<file path="src/sv/bse_pkg.sv">
// ----------------------------------------------------------------------------
// bse_pkg
// Shared widths, operation codes, controller states and the result word type
// of the bitmap set engine.
// ----------------------------------------------------------------------------
package bse_pkg;

   localparam int OP_W     = 4;
   localparam int MEMBER_W = 10;
   localparam int WIDX_W   = 4;
   localparam int VALUE_W  = 64;

   typedef enum logic [OP_W-1:0] {
      OP_INSERT = 4'd0,
      OP_REMOVE = 4'd1,
      OP_TEST   = 4'd2,
      OP_CLEAR  = 4'd3,
      OP_FILL   = 4'd4,
      OP_EMPTY  = 4'd5,
      OP_FIRST  = 4'd6,
      OP_NEXT   = 4'd7,
      OP_OR     = 4'd8,
      OP_AND    = 4'd9,
      OP_ANDNOT = 4'd10
   } op_type;

   typedef enum logic [3:0] {
      ST_INIT,
      ST_IDLE,
      ST_DIV,
      ST_ADDR,
      ST_MODIFY,
      ST_SWEEP,
      ST_ERD,
      ST_ECHK,
      ST_SRD,
      ST_SFF1,
      ST_SFF2,
      ST_DONE
   } state_type;

   typedef struct packed {
      logic                flag;
      logic                found;
      logic [MEMBER_W-1:0] found_member;
      logic                out_of_range;
   } rsp_type;

endpackage

</file>
<file path="src/sv/bse_req_if.sv">
// ----------------------------------------------------------------------------
// bse_req_if
// Request channel: one operation word with its member and merge operands.
// ----------------------------------------------------------------------------
interface bse_req_if;

   logic                         valid;
   logic                         ready;
   logic [bse_pkg::OP_W-1:0]     op;
   logic [bse_pkg::MEMBER_W-1:0] member;
   logic [bse_pkg::WIDX_W-1:0]   word_index;
   logic [bse_pkg::VALUE_W-1:0]  word_value;

   modport source (output valid, op, member, word_index, word_value, input ready);
   modport sink (input valid, op, member, word_index, word_value, output ready);

endinterface

</file>
<file path="src/sv/bse_rsp_if.sv">
// ----------------------------------------------------------------------------
// bse_rsp_if
// Response channel: one result word for every request word.
// ----------------------------------------------------------------------------
interface bse_rsp_if;

   logic                         valid;
   logic                         ready;
   logic                         flag;
   logic                         found;
   logic [bse_pkg::MEMBER_W-1:0] found_member;
   logic                         out_of_range;

   modport source (output valid, flag, found, found_member, out_of_range, input ready);
   modport sink (input valid, flag, found, found_member, out_of_range, output ready);

endinterface

</file>
<file path="src/sv/bse_ram.sv">
// ----------------------------------------------------------------------------
// bse_ram
// Generic single-clock RAM with one write port and one registered read port.
// ----------------------------------------------------------------------------
module bse_ram #(
   parameter int WIDTH = 64,
   parameter int DEPTH = 16,
   parameter int AW    = (DEPTH > 1) ? $clog2(DEPTH) : 1
) (
   input  logic             clock,
   input  logic             wr_en,
   input  logic [AW-1:0]    wr_addr,
   input  logic [WIDTH-1:0] wr_data,
   input  logic             rd_en,
   input  logic [AW-1:0]    rd_addr,
   output logic [WIDTH-1:0] rd_data
);

   logic [WIDTH-1:0] mem [DEPTH];
   logic [WIDTH-1:0] rd_data_ff;

   always_ff @(posedge clock) begin
      if (wr_en) begin
         mem[wr_addr] <= wr_data;
      end
      if (rd_en) begin
         rd_data_ff <= mem[rd_addr];
      end
   end

   assign rd_data = rd_data_ff;

endmodule

</file>
<file path="src/sv/bse_split.sv">
// ----------------------------------------------------------------------------
// bse_split
// Splits a member number into word and bit position. The first stage
// multiplies by a scaled reciprocal of the word size; the second forms the
// remainder and corrects the quotient by at most one.
// ----------------------------------------------------------------------------
module bse_split #(
   parameter int WORD_BITS = 64,
   parameter int BW        = $clog2(WORD_BITS)
) (
   input  logic                         clock,
   input  logic [bse_pkg::MEMBER_W-1:0] member,
   output logic [bse_pkg::MEMBER_W-1:0] word,
   output logic [BW-1:0]                bit_pos
);

   import bse_pkg::*;

   localparam int SHIFT = 16;
   localparam int RECIP = ((1 << SHIFT) + WORD_BITS - 1) / WORD_BITS;
   localparam int RW    = $clog2(RECIP + 1);
   localparam int PRW   = MEMBER_W + RW;
   localparam int XW    = MEMBER_W + 7;

   logic [PRW-1:0]      prod;
   logic [MEMBER_W-1:0] q_ff;
   logic [MEMBER_W-1:0] member_ff;
   logic [XW-1:0]       qm;
   logic [XW-1:0]       rem;

   assign prod = PRW'(member) * PRW'(RECIP);

   always_ff @(posedge clock) begin
      q_ff      <= MEMBER_W'(prod >> SHIFT);
      member_ff <= member;
   end

   always_comb begin
      qm  = XW'(q_ff) * XW'(WORD_BITS);
      rem = XW'(member_ff) - qm;
      if (rem >= XW'(WORD_BITS)) begin
         word    = q_ff + MEMBER_W'(1);
         bit_pos = BW'(rem - XW'(WORD_BITS));
      end else begin
         word    = q_ff;
         bit_pos = BW'(rem);
      end
   end

endmodule

</file>
<file path="src/sv/bse_ffs.sv">
// ----------------------------------------------------------------------------
// bse_ffs
// Two-stage search for the lowest set bit of a word at or above a start bit.
// Stage one finds the lowest bit in each byte lane and registers it; stage
// two picks the lowest lane that has a hit.
// ----------------------------------------------------------------------------
module bse_ffs #(
   parameter int WORD_BITS = 64,
   parameter int BW        = $clog2(WORD_BITS)
) (
   input  logic                 clock,
   input  logic [WORD_BITS-1:0] word,
   input  logic [BW-1:0]        start_bit,
   output logic                 hit,
   output logic [BW-1:0]        hit_pos
);

   localparam int NG = (WORD_BITS + 7) / 8;

   logic [NG*8-1:0] kept;
   logic [NG-1:0]   any_in;
   logic [2:0]      idx_in [NG];
   logic [NG-1:0]   any_ff;
   logic [2:0]      idx_ff [NG];

   always_comb begin
      kept = '0;
      for (int i = 0; i < WORD_BITS; i++) begin
         kept[i] = word[i] && (i >= int'(start_bit));
      end
      for (int g = 0; g < NG; g++) begin
         any_in[g] = |kept[g*8 +: 8];
         idx_in[g] = 3'd0;
         for (int j = 7; j >= 0; j--) begin
            if (kept[g*8 + j]) begin
               idx_in[g] = 3'(j);
            end
         end
      end
   end

   always_ff @(posedge clock) begin
      any_ff <= any_in;
      for (int g = 0; g < NG; g++) begin
         idx_ff[g] <= idx_in[g];
      end
   end

   always_comb begin
      hit     = 1'b0;
      hit_pos = '0;
      for (int g = NG - 1; g >= 0; g--) begin
         if (any_ff[g]) begin
            hit     = 1'b1;
            hit_pos = BW'(g * 8 + int'(idx_ff[g]));
         end
      end
   end

endmodule

</file>
<file path="src/sv/bitmap_set_engine.sv">
// ----------------------------------------------------------------------------
// bitmap_set_engine
// Bitmap set of WORDS * WORD_BITS members held in a word RAM.
//
// The req_ch channel takes one operation word per handshake: insert, remove
// or test a member, clear or fill the set, test for empty, restart or advance
// the iterator, or merge a word of another set by OR, AND or AND-NOT. The
// rsp_ch channel returns exactly one result word for each request word.
// The engine works on one request at a time. Insert, remove and the merges
// read a word in range from the RAM and write it back; test reads only, and
// clear and fill write every word. Empty reads the words in order and stops
// at the first nonzero word; first and next scan word by word from the
// iterator. Another request is taken in the cycle after the result is loaded.
// After reset the engine clears the RAM, one word per cycle, before
// req_ch.ready rises; the iterator restarts at member zero.
// The result sits in an output register: a stalled receiver does not block
// the next request, but a second result waits until the first is taken.
// ----------------------------------------------------------------------------
module bitmap_set_engine #(
   parameter int WORD_BITS = 64,
   parameter int WORDS     = 16
) (
   input  logic  clock,
   input  logic  reset,
   bse_req_if.sink   req_ch,
   bse_rsp_if.source rsp_ch
);

   import bse_pkg::*;

   localparam int AW  = (WORDS > 1) ? $clog2(WORDS) : 1;
   localparam int BW  = $clog2(WORD_BITS);
   localparam int CWW = $clog2(WORDS + 1);
   localparam int PW  = $clog2(WORDS * WORD_BITS + 1);

   state_type            state_ff, state_in;
   logic [AW-1:0]        cnt_ff, cnt_in;
   op_type               op_ff, op_in;
   logic [MEMBER_W-1:0]  member_ff, member_in;
   logic [AW-1:0]        addr_ff, addr_in;
   logic [WORD_BITS-1:0] wv_ff, wv_in;
   logic [BW-1:0]        mb_ff, mb_in;
   logic [CWW-1:0]       cur_word_ff, cur_word_in;
   logic [BW-1:0]        cur_bit_ff, cur_bit_in;
   logic [PW-1:0]        cur_base_ff, cur_base_in;
   rsp_type              res_ff, res_in;
   rsp_type              rsp_ff, rsp_in;
   logic                 rsp_valid_ff, rsp_valid_in;

   logic                 wr_en, rd_en;
   logic [AW-1:0]        wr_addr, rd_addr;
   logic [WORD_BITS-1:0] wr_data, rd_data;
   logic [MEMBER_W-1:0]  split_word;
   logic [BW-1:0]        split_bit;
   logic                 ffs_hit;
   logic [BW-1:0]        ffs_pos;
   logic                 accept;
   op_type               req_op;

   bse_ram #(
      .WIDTH (WORD_BITS),
      .DEPTH (WORDS)
   ) u_ram (
      .clock   (clock),
      .wr_en   (wr_en),
      .wr_addr (wr_addr),
      .wr_data (wr_data),
      .rd_en   (rd_en),
      .rd_addr (rd_addr),
      .rd_data (rd_data)
   );

   bse_split #(
      .WORD_BITS (WORD_BITS)
   ) u_split (
      .clock   (clock),
      .member  (member_ff),
      .word    (split_word),
      .bit_pos (split_bit)
   );

   bse_ffs #(
      .WORD_BITS (WORD_BITS)
   ) u_ffs (
      .clock     (clock),
      .word      (rd_data),
      .start_bit (cur_bit_ff),
      .hit       (ffs_hit),
      .hit_pos   (ffs_pos)
   );

   assign req_op = op_type'(req_ch.op);
   assign accept = req_ch.valid && req_ch.ready;

   always_comb begin
      state_in     = state_ff;
      cnt_in       = cnt_ff;
      op_in        = op_ff;
      member_in    = member_ff;
      addr_in      = addr_ff;
      wv_in        = wv_ff;
      mb_in        = mb_ff;
      cur_word_in  = cur_word_ff;
      cur_bit_in   = cur_bit_ff;
      cur_base_in  = cur_base_ff;
      res_in       = res_ff;
      rsp_in       = rsp_ff;
      rsp_valid_in = rsp_valid_ff && !rsp_ch.ready;
      wr_en        = 1'b0;
      wr_addr      = cnt_ff;
      wr_data      = '0;
      rd_en        = 1'b0;
      rd_addr      = cnt_ff;
      req_ch.ready = 1'b0;

      case (state_ff)
         ST_INIT: begin
            wr_en = 1'b1;
            if (cnt_ff == AW'(WORDS - 1)) begin
               state_in = ST_IDLE;
            end else begin
               cnt_in = cnt_ff + AW'(1);
            end
         end
         ST_IDLE: begin
            req_ch.ready = 1'b1;
            if (req_ch.valid) begin
               op_in     = req_op;
               member_in = req_ch.member;
               addr_in   = AW'(req_ch.word_index);
               wv_in     = req_ch.word_value[WORD_BITS-1:0];
               res_in    = '0;
               cnt_in    = '0;
               case (req_op)
                  OP_INSERT, OP_REMOVE, OP_TEST: begin
                     state_in = ST_DIV;
                  end
                  OP_CLEAR, OP_FILL: begin
                     state_in = ST_SWEEP;
                  end
                  OP_EMPTY: begin
                     state_in = ST_ERD;
                  end
                  OP_FIRST: begin
                     cur_word_in = '0;
                     cur_bit_in  = '0;
                     cur_base_in = '0;
                     state_in    = ST_SRD;
                  end
                  OP_NEXT: begin
                     state_in = ST_DONE;
                     if (cur_word_ff != CWW'(WORDS)) begin
                        if (cur_bit_ff == BW'(WORD_BITS - 1)) begin
                           cur_word_in = cur_word_ff + CWW'(1);
                           cur_bit_in  = '0;
                           cur_base_in = cur_base_ff + PW'(WORD_BITS);
                           if (cur_word_ff + CWW'(1) != CWW'(WORDS)) begin
                              state_in = ST_SRD;
                           end
                        end else begin
                           cur_bit_in = cur_bit_ff + BW'(1);
                           state_in   = ST_SRD;
                        end
                     end
                  end
                  OP_OR, OP_AND, OP_ANDNOT: begin
                     if (32'(req_ch.word_index) < 32'(WORDS)) begin
                        rd_en    = 1'b1;
                        rd_addr  = AW'(req_ch.word_index);
                        state_in = ST_MODIFY;
                     end else begin
                        state_in = ST_DONE;
                     end
                  end
                  default: begin
                     state_in = ST_DONE;
                  end
               endcase
            end
         end
         ST_DIV: begin
            state_in = ST_ADDR;
         end
         ST_ADDR: begin
            mb_in   = split_bit;
            addr_in = AW'(split_word);
            if (32'(split_word) < 32'(WORDS)) begin
               rd_en    = 1'b1;
               rd_addr  = AW'(split_word);
               state_in = ST_MODIFY;
            end else begin
               res_in.out_of_range = (op_ff == OP_INSERT);
               state_in            = ST_DONE;
            end
         end
         ST_MODIFY: begin
            wr_addr  = addr_ff;
            state_in = ST_DONE;
            case (op_ff)
               OP_INSERT: begin
                  wr_en   = 1'b1;
                  wr_data = rd_data | (WORD_BITS'(1) << mb_ff);
               end
               OP_REMOVE: begin
                  wr_en   = 1'b1;
                  wr_data = rd_data & ~(WORD_BITS'(1) << mb_ff);
               end
               OP_TEST: begin
                  res_in.flag = rd_data[mb_ff];
               end
               OP_OR: begin
                  wr_en   = 1'b1;
                  wr_data = rd_data | wv_ff;
               end
               OP_AND: begin
                  wr_en   = 1'b1;
                  wr_data = rd_data & wv_ff;
               end
               OP_ANDNOT: begin
                  wr_en   = 1'b1;
                  wr_data = rd_data & ~wv_ff;
               end
               default: begin
                  wr_en = 1'b0;
               end
            endcase
         end
         ST_SWEEP: begin
            wr_en   = 1'b1;
            wr_data = (op_ff == OP_FILL) ? {WORD_BITS{1'b1}} : '0;
            if (cnt_ff == AW'(WORDS - 1)) begin
               state_in = ST_DONE;
            end else begin
               cnt_in = cnt_ff + AW'(1);
            end
         end
         ST_ERD: begin
            rd_en    = 1'b1;
            state_in = ST_ECHK;
         end
         ST_ECHK: begin
            if (rd_data != '0) begin
               state_in = ST_DONE;
            end else if (cnt_ff == AW'(WORDS - 1)) begin
               res_in.flag = 1'b1;
               state_in    = ST_DONE;
            end else begin
               cnt_in   = cnt_ff + AW'(1);
               state_in = ST_ERD;
            end
         end
         ST_SRD: begin
            rd_en    = 1'b1;
            rd_addr  = AW'(cur_word_ff);
            state_in = ST_SFF1;
         end
         ST_SFF1: begin
            state_in = ST_SFF2;
         end
         ST_SFF2: begin
            if (ffs_hit) begin
               cur_bit_in          = ffs_pos;
               res_in.found        = 1'b1;
               res_in.found_member = MEMBER_W'(cur_base_ff + PW'(ffs_pos));
               state_in            = ST_DONE;
            end else if (cur_word_ff == CWW'(WORDS - 1)) begin
               cur_word_in = CWW'(WORDS);
               cur_bit_in  = '0;
               state_in    = ST_DONE;
            end else begin
               cur_word_in = cur_word_ff + CWW'(1);
               cur_bit_in  = '0;
               cur_base_in = cur_base_ff + PW'(WORD_BITS);
               state_in    = ST_SRD;
            end
         end
         ST_DONE: begin
            if (!rsp_valid_ff || rsp_ch.ready) begin
               rsp_in       = res_ff;
               rsp_valid_in = 1'b1;
               state_in     = ST_IDLE;
            end
         end
         default: begin
            state_in = ST_IDLE;
         end
      endcase
   end

   always_ff @(posedge clock) begin
      if (reset) begin
         state_ff     <= ST_INIT;
         cnt_ff       <= '0;
         cur_word_ff  <= '0;
         cur_bit_ff   <= '0;
         cur_base_ff  <= '0;
         rsp_valid_ff <= 1'b0;
      end else begin
         state_ff     <= state_in;
         cnt_ff       <= cnt_in;
         cur_word_ff  <= cur_word_in;
         cur_bit_ff   <= cur_bit_in;
         cur_base_ff  <= cur_base_in;
         rsp_valid_ff <= rsp_valid_in;
      end
   end

   always_ff @(posedge clock) begin
      op_ff     <= op_in;
      member_ff <= member_in;
      addr_ff   <= addr_in;
      wv_ff     <= wv_in;
      mb_ff     <= mb_in;
      res_ff    <= res_in;
      rsp_ff    <= rsp_in;
   end

   assign rsp_ch.valid        = rsp_valid_ff;
   assign rsp_ch.flag         = rsp_ff.flag;
   assign rsp_ch.found        = rsp_ff.found;
   assign rsp_ch.found_member = rsp_ff.found_member;
   assign rsp_ch.out_of_range = rsp_ff.out_of_range;

   a_write_states : assert property (@(posedge clock) disable iff (reset)
      wr_en |-> (state_ff == ST_INIT || state_ff == ST_SWEEP || state_ff == ST_MODIFY))
      else $error("word RAM written outside a write state");

   a_cursor_bound : assert property (@(posedge clock) disable iff (reset)
      (32'(cur_word_ff) <= 32'(WORDS)))
      else $error("iterator word beyond the end marker");

   a_cursor_done : assert property (@(posedge clock) disable iff (reset)
      (cur_word_ff == CWW'(WORDS)) |-> (cur_bit_ff == '0))
      else $error("finished iterator holds a nonzero bit position");

   a_accept_busy : assert property (@(posedge clock) disable iff (reset)
      accept |=> (state_ff != ST_IDLE))
      else $error("accepted request did not start an operation");

   a_one_result : assert property (@(posedge clock) disable iff (reset)
      rsp_valid_ff |-> !(rsp_ff.found && (rsp_ff.flag || rsp_ff.out_of_range)))
      else $error("result carries flags of more than one operation");

endmodule

</file>
<file path="src/flat_wrapper.sv">
// flat-port wrapper written by rule: the top's interface ports become plain ports
module bitmap_set_engine_flat import bse_pkg::*;
#(
   parameter int WORD_BITS = 64,
   parameter int WORDS     = 16
)
  (clock, reset, req_ch_valid, req_ch_op, req_ch_member, req_ch_word_index, req_ch_word_value, req_ch_ready, rsp_ch_valid, rsp_ch_flag, rsp_ch_found, rsp_ch_found_member, rsp_ch_out_of_range, rsp_ch_ready);
  bse_req_if req_ch_i ();
  bse_rsp_if rsp_ch_i ();
  input  logic clock;
  input  logic reset;
  input wire logic [$bits(req_ch_i.valid)-1:0] req_ch_valid;
  input wire logic [$bits(req_ch_i.op)-1:0] req_ch_op;
  input wire logic [$bits(req_ch_i.member)-1:0] req_ch_member;
  input wire logic [$bits(req_ch_i.word_index)-1:0] req_ch_word_index;
  input wire logic [$bits(req_ch_i.word_value)-1:0] req_ch_word_value;
  output wire logic [$bits(req_ch_i.ready)-1:0] req_ch_ready;
  output wire logic [$bits(rsp_ch_i.valid)-1:0] rsp_ch_valid;
  output wire logic [$bits(rsp_ch_i.flag)-1:0] rsp_ch_flag;
  output wire logic [$bits(rsp_ch_i.found)-1:0] rsp_ch_found;
  output wire logic [$bits(rsp_ch_i.found_member)-1:0] rsp_ch_found_member;
  output wire logic [$bits(rsp_ch_i.out_of_range)-1:0] rsp_ch_out_of_range;
  input wire logic [$bits(rsp_ch_i.ready)-1:0] rsp_ch_ready;
  assign req_ch_i.valid = req_ch_valid;
  assign req_ch_i.op = req_ch_op;
  assign req_ch_i.member = req_ch_member;
  assign req_ch_i.word_index = req_ch_word_index;
  assign req_ch_i.word_value = req_ch_word_value;
  assign req_ch_ready = req_ch_i.ready;
  assign rsp_ch_valid = rsp_ch_i.valid;
  assign rsp_ch_flag = rsp_ch_i.flag;
  assign rsp_ch_found = rsp_ch_i.found;
  assign rsp_ch_found_member = rsp_ch_i.found_member;
  assign rsp_ch_out_of_range = rsp_ch_i.out_of_range;
  assign rsp_ch_i.ready = rsp_ch_ready;
  bitmap_set_engine #(.WORD_BITS(WORD_BITS), .WORDS(WORDS)) u_core (.clock(clock), .reset(reset), .req_ch(req_ch_i), .rsp_ch(rsp_ch_i));
endmodule
</file>
<file path="config.mk">
export PLATFORM = sky130hd
export DESIGN_NAME = bitmap_set_engine_flat
export DESIGN_NICKNAME = d
export VERILOG_FILES = /design/src/sv/bse_pkg.sv /design/src/sv/bse_req_if.sv /design/src/sv/bse_rsp_if.sv /design/src/sv/bse_ram.sv /design/src/sv/bse_split.sv /design/src/sv/bse_ffs.sv /design/src/sv/bitmap_set_engine.sv /design/src/flat_wrapper.sv
export SDC_FILE = /design/constraint.sdc
export NUM_CORES = 2
export LEC_CHECK = 0
export ABC_AREA = 1
export BUFFER_PORTS_ARGS = -buffer_cell sky130_fd_sc_hd__buf_4
export CAP_MARGIN = 20
export CORE_AREA = 2 2 332 334
export CTS_CLUSTER_SIZE = 40
export DETAILED_ROUTE_END_ITERATION = 8
export DIE_AREA = 0 0 334 336
export PLACE_DENSITY_LB_ADDON = 0.3
export SLEW_MARGIN = 20
export SYNTH_ARGS = -nofsm -noshare
export SYNTH_HDL_FRONTEND = slang
export SYNTH_SLANG_ARGS = --single-unit
</file>
<file path="constraint.sdc">
create_clock -name clock -period 5.8 [get_ports clock]
set_input_delay 0.58 -clock clock [delete_from_list [all_inputs] [get_ports clock]]
set_output_delay 0.58 -clock clock [all_outputs]
set_load 0.02 [all_outputs]
</file>
* Yosys cells after proc, flatten, opt, wreduce, memory -nomap -nowiden
Memory sizes are Yosys's and may differ from the RTL's. A register that Yosys moved wholly into a read port is not among the register bits.
Cells that the tools add are included.
** Storage, ports and cells
- Flip-flop bits (word level) :: 167
- Logic and storage cells :: 411
- Output and inout bits :: 15
- Memories kept :: 2
- Memory bits (writable) :: 1048
- Bits of input ports :: 86
** Memory list
- u_core.u_ram.mem :: words 16, width 64, rd ports 1, clocked after Yosys merged registers in 1, write ports 1, line bse_ram.sv:19 : logic [WIDTH-1:0] mem [DEPTH];
- u_core.u_ffs.idx_ff :: words 8, width 3, rd ports 8, clocked after Yosys merged registers in 0, write ports 8, line bse_ffs.sv:24 : logic [2:0] idx_ff [NG];
** Operators by class
- Multiplexer cells :: 152
- Shift-type cells :: 1
- $add $sub $neg :: 15
- Reductions and logical operators :: 100
- Equal/unequal tests :: 46
- Order comparisons :: 66
- Bitwise operators :: 7
** Operators by type and width (number)
- case mux 64 bit (5 select lines) :: 1
- bitwise AND 64 bit :: 3
- two-way mux 3 bit :: 64
- >= comparator 6 bit, first input constant :: 31
- inverter 64 bit :: 2
- OR 64 bit :: 2
- case mux 64 bit (2 select lines) :: 1
- >= comparator 5 x 6 -> 1 bit, first input constant :: 16
- two-way mux 6 bit :: 13
- two-way mux 4 bit :: 17
- two-way mux 11 bit :: 6
- case mux 11 bit (2 select lines) :: 3
- logical AND 1 bit :: 64
- two-way mux 64 bit :: 1
- nonzero test 64 bit :: 1
- OR reduction 8 bit :: 8
- left shift 1 x 6 -> 64 bit, first input constant :: 1
- >= comparator 4 x 6 -> 1 bit, first input constant :: 8
- case mux 4 bit (12 select lines) :: 1
- == test 4 bit, second input constant :: 11
- == test 4 x 3 -> 1 bit, second input constant :: 9
- two-way mux 5 bit :: 5
- adder 6 x 3 -> 6 bit, first input constant :: 4
- >= comparator 3 x 6 -> 1 bit, first input constant :: 4
- other kinds (50) :: 111

* Logic depth before layout (Yosys ltp)
An unclocked memory read counts as a cell.
- Depth in word-level cells :: 13
- Mapped depth :: 17
- Depth with buffers taken out :: 14

* Cells and area by module
Synthesis repeated with hierarchy kept, for this count alone.
** Second synthesis, totals
- Cell total of the unflattened synthesis :: 6186
- Area, all modules :: 58855.2 um^2
** Modules (own cells, without submodules)
- bse_ram :: instances 1, cells an instance 4210, seq. area each 32671.3 um^2, area an instance 45926.5 um^2
- bitmap_set_engine :: instances 1, cells an instance 1577, seq. area each 3903.7 um^2, area an instance 10408.7 um^2
- bse_ffs :: instances 1, cells an instance 382, seq. area each 640.6 um^2, area an instance 2270.9 um^2
- bse_split :: instances 1, cells an instance 17, seq. area each 200.2 um^2, area an instance 249.0 um^2

* Worst setup path before layout
No wires, ideal clock.
- Path kind :: reg-to-reg
- Start point :: reg u_core.op_ff[2]
- End point :: mem u_core.u_ram.mem[11][0], enable pin
- Required time :: 5.235 ns
- Library setup time :: 0.565 ns
- Setup slack :: -0.524 ns
- Path buffers :: 1
- Arrival :: 5.759 ns
- Cell stages (with the launch flop) :: 10
- Period minus slack after synthesis :: 6.324 ns
- Cell sequence :: edfxtp_1 > nor2_1 > nand3_1 > nand2_1 > a31o_2 > buf_2 > o21ai_0 > nand2_1 > inv_1 > nor3_1
** On the way
- Word-level cells in the longest chain between the ends :: 6
- Elaborated cells between the ends (all ways) :: 10
- Classes of those cells :: 4 x eq/ne; 4 x mux; 2 x reduce/logical
** RTL lines
- start, declared :: line bitmap_set_engine.sv:38 : op_type op_ff, op_in;
- start signal, assigned :: line bitmap_set_engine.sv:309 : op_ff <= op_in;
- == test 4 x 1 -> 1 bit (tied with other cells) :: line bitmap_set_engine.sv:199 : case (op_ff)
- OR reduction 5 bit (no source line) *
- two-way mux 1 bit * :: line bitmap_set_engine.sv:199
- case mux 1 bit (2 select lines) * :: line bitmap_set_engine.sv:116 : case (state_ff)
- two-way mux 1 bit * :: line bse_ram.sv:23 : if (wr_en) begin
- two-way mux 1 bit (not written as such) * :: line bse_ram.sv:24 : mem[wr_addr] <= wr_data;
- end, declared :: line bse_ram.sv:19
Every way passes the cells marked *; elsewhere a longest branch is shown, timed or not.

* Worst setup path in the final report
- Start point :: reg u_core.mb_ff[3]
- End point :: mem u_core.u_ram.mem[12][43] (data pin)
** On the way
- Word-level cells in the longest chain between the ends :: 5
- Elaborated cells between the ends (all ways) :: 6
- Classes of those cells :: 1 x shift; 2 x mux; 3 x bitwise
** RTL lines
- start, declared :: line bitmap_set_engine.sv:42 : logic [BW-1:0] mb_ff, mb_in;
- start signal, assigned :: line bitmap_set_engine.sv:313 : mb_ff <= mb_in;
- left shift 1 x 6 -> 64 bit * :: line bitmap_set_engine.sv:202, bitmap_set_engine.sv:206
- inverter 64 bit :: line bitmap_set_engine.sv:206 : wr_data = rd_data & ~(WORD_BITS'(1) << mb_ff);
- bitwise AND 64 bit :: line bitmap_set_engine.sv:206
- case mux 64 bit (5 select lines) * :: line bitmap_set_engine.sv:199
- case mux 64 bit (2 select lines) * :: line bitmap_set_engine.sv:116
- net u_core.u_ram.wr_data[43] :: line bse_ram.sv:13 : input logic [WIDTH-1:0] wr_data,
The timed path passes the listed nets; every way through them passes the cells marked *.

==> results.sh <==
export IMPL_status="completed"
export IMPL_critPathArrivalTime_ns=4.35
export IMPL_synthCells=6006
export IMPL_power_internal_mw=15.32
export IMPL_post_route_min_period_ns=4.014
export IMPL_syn_area_mm2=0.05926
export IMPL_powerDensity_mw_per_mm2=301.5
export IMPL_synth_simple_area_share_pct=23.27
export IMPL_start_util_pct=54.67
export IMPL_p_switching_mw=4.610
export IMPL_grt_pass1_vias=42448
export IMPL_crit_chain="clkinv_1 -> nor3_1 -> nand3_1 -> o2111ai_1 -> nand2_1 -> nand2_1 -> nand2_1"
export IMPL_drv_cap=0
export IMPL_synth_top_family_by_area="simple AND/OR/NAND/NOR gates"
export IMPL_post_cts_buffers=0
export IMPL_cts_sinks=1268
export IMPL_synth_area_leaders="edfxtp_1, nand3_1, nand2_1"
export IMPL_r2r_slack_ns=1.79
export IMPL_timing_final_crit_share_pct=69.21
export IMPL_synth_xor_area_share_pct=0.1035
export IMPL_synth_mux_area_share_pct=0
export IMPL_finalHoldViolations=0
export IMPL_swShare_pct=23.13
export IMPL_ant_nets=0
export IMPL_root_buffer="clkbuf_16"
export IMPL_ys_ff_latch=1268
export IMPL_synth_top_area_share_pct=60.91
export IMPL_areaGrowthSynthToFinish_pct=11.55
export IMPL_grt_pass1_wl_um=264100
export IMPL_crit_type="register to register"
export IMPL_rsz0062_at_grt="false"
export IMPL_core_mm2=0.1084
export IMPL_worst_pin_slew_ns=1.231
export IMPL_final_common_cell="nand3_1"
export IMPL_first_pass_iters=6
export IMPL_setup_viol=0
export IMPL_peakVddDrop_mv=0.3071
export IMPL_synthArstFlopShare_pct=0
export IMPL_remaining_drc_errors=0
export IMPL_seqPwrFrac_pct=50.8
export IMPL_critPathRequiredTime_ns=6.14
export IMPL_h_tree_depth=4
export IMPL_synth_ff_type="edfxtp_1"
export IMPL_avgRoutedWirePerCell_um=23.32
export IMPL_post_dp_hpwl_um=99610
export IMPL_synth_top_cell_by_area="edfxtp_1"
export IMPL_io_pins=101
export IMPL_fp_dieW_um=334
export IMPL_clk_path_buf_depth=3
export IMPL_clkPwrFrac_pct=42.2
export IMPL_grt_max_degree=189
export IMPL_gp_congestion=0.9938
export IMPL_synthAdderAreaFrac_pct=0.2323
export IMPL_p_leak_nw=27.24
export IMPL_most_common_layout_cells="nand3_1, nand2_1, edfxtp_1"
export IMPL_cts_tree="built"
export IMPL_nets=6132
export IMPL_ys_seq_area_share_pct=63.14
export IMPL_antenna_found_initial=0
export IMPL_cp_buffers_inverters=1
export IMPL_critPathCaptureType="register"
export IMPL_drive_above_1_share_pct=6.787
export IMPL_synth_edf_count=1202
export IMPL_numPortBuffers=100
export IMPL_cts_buffers=135
export IMPL_num_vias=44969
export IMPL_drt_iter0_drc=6493
export IMPL_cp_common_cell="nand2_1"
export IMPL_wirelength_um=176300
export IMPL_setup_ws_ns=1.786
export IMPL_grt_total_usage_pct=31.23
export IMPL_syn_nets=6103
export IMPL_utilization_pct=60.98
export IMPL_path_clk_slew_ns=0.06
export IMPL_hold_path_class="input pin to register"
export IMPL_synth_compound_area_share_pct=4.362
export IMPL_drv_slew=0
export IMPL_synth_distinct_cells=49
export IMPL_fmaxAchievable_ghz=0.2491
export IMPL_max_stage_delay_ns=0.97
export IMPL_std_cell_rows=121
export IMPL_power_frac_comb_pct=7.0
export IMPL_die_y_um=336
export IMPL_slowest_stage="nor3_1"
export IMPL_cp_top_family="simple AND/OR/NAND/NOR gates"
export IMPL_skew_ns=0.02926
export IMPL_critical_path_startpoint_type="register"
export IMPL_ys_warn_count=0
export IMPL_syn_area_per_cell_um2=9.866
export IMPL_vias_per_cell=5.949
export IMPL_dp_slack_ns=1.814
export IMPL_worstSkewPairLatency_ns=0.77
export IMPL_grt_ovfl_total=0
export IMPL_crit_fanout=16
export IMPL_dieArea_mm2=0.1122
export IMPL_relSlewSlack_pct=17.32
==> cells by family (layout without fill, tap and decap cells) <==
| group | after synthesis | in the layout |
|---|---|---|
| flip-flops | 1268 | 1268 |
| other | 1 | 2 |
| AND/OR/NAND/NOR | 3037 | 3037 |
| buffers and inverters | 1255 | 1393 |
| AO/OA/AOI/OAI | 427 | 427 |
| adder cells (fa/ha/maj) | 11 | 11 |
| XOR/XNOR | 7 | 7 |
==> cells in the mapped netlist (3+ instances only) <==
| master | instances |
|---|---|
| a211oi_1 | 19 |
| a21boi_0 | 3 |
| a21oi_1 | 72 |
| a22oi_1 | 13 |
| a31oi_1 | 11 |
| buf_1 | 20 |
| buf_2 | 130 |
| buf_4 | 19 |
| buf_6 | 42 |
| clkbuf_1 | 146 |
| clkinv_1 | 3 |
| dfxtp_1 | 66 |
| edfxtp_1 | 1202 |
| ha_1 | 11 |
| inv_1 | 887 |
| inv_2 | 7 |
| nand2_1 | 1274 |
| nand2_2 | 4 |
| nand3_1 | 1279 |
| nand3b_1 | 162 |
| nand4_1 | 17 |
| nor2_1 | 233 |
| nor2_2 | 3 |
| nor3_1 | 51 |
| nor4_1 | 5 |
| o2111ai_1 | 36 |
| o211ai_1 | 41 |
| o21ai_0 | 196 |
| o221ai_1 | 19 |
| o22ai_1 | 6 |
| xor2_1 | 6 |
==> worst paths after layout <==
kind,start,end,cells past startpoint
hold reg to reg,u_core.member_ff[4],u_core.u_split.member_ff[4],0
hold / removal,req_ch_word_value[41],u_core.wv_ff[41],1
setup / recovery,u_core.mb_ff[3],u_core.u_ram.mem[12][43],7
setup reg to reg,u_core.mb_ff[3],u_core.u_ram.mem[12][43],7
==> flip-flops by register name, indices dropped and copies added (netlist names), 9 cells and up <==
name                        count
u_core.u_ram.mem             1024
u_core.u_ram.rd_data           64
u_core.wv_ff                   64
u_core.u_ffs.idx_ff            24
u_core.res_ff                  13
u_core.member_ff               10
u_core.rsp_ch.found_member     10
u_core.u_split.member_ff        9
==> power groups by stage <==
stage | clock (mW) | combinational [mW] | sequential, mW
3_3_place_gp | 0 | 1.31 | 10.3
5_1_grt | 8.84 | 1.54 | 10.1
4_1_cts | 8.48 | 1.38 | 10.1
2_1_floorplan | 0 | 0.944 | 10.3
6_report | 8.41 | 1.40 | 10.1
3_5_place_dp | 0 | 1.33 | 10.3
==> what timing repair did <==
item | in CTS | in global routing
hold buffers | 72 | 0
resized for setup | 0 | 0
hold endpoints to repair | 72 | 0
==> metrics by stage <==
| step | hold WS (ns) | instances | cell area, um2 | setup TNS, ns | power, mW |
|---|---|---|---|---|---|
| floorplan | 0.3233 | 6006 | 59260 | -134.19 | 11.27 |
| global placement | 0.3246 | 7238 | 61030 | 0 | 11.62 |
| detailed placement | 0.3269 | 7239 | 61060 | 0 | 11.64 |
| CTS | 0.003236 | 7557 | 66080 | 0 | 19.98 |
| global route | 0.008442 | 7558 | 66100 | 0 | 20.50 |
| finish | 0.02747 | 7559 | 66100 | 0 | 19.93 |
==> routing by layer <==
layer  part of all wire (%)  routed length (um)  global-route usage [%]
met1                     40               69910                   43.63
met2                     44               78160                   47.04
met3                     12               20760                   7.001
met4                    4.2                7436                   13.90
met5                      0                   0                       0
==> worst reg2reg max path, delay by kind of cell (launching register included) <==
kind | cells | cell delay, ns
buffers and inverters | 1 | 0.56
DFF | 1 | 0.83
and+or+nand+nor | 5 | 1.92
AOI/OAI and AO/OA | 1 | 0.27
==> layout make-up <==
type	instances	area, um2
diodes	1	2.502
fillers	8687	42300
flip-flops and latches	1268	37420
inverters	898	3378
repair buffers	249	2432
clock inverters	73	706.9
multi-input cells	3483	16800
clock buffers	173	3592
well taps	1414	1769
Power figures use the tool's default switching activity.
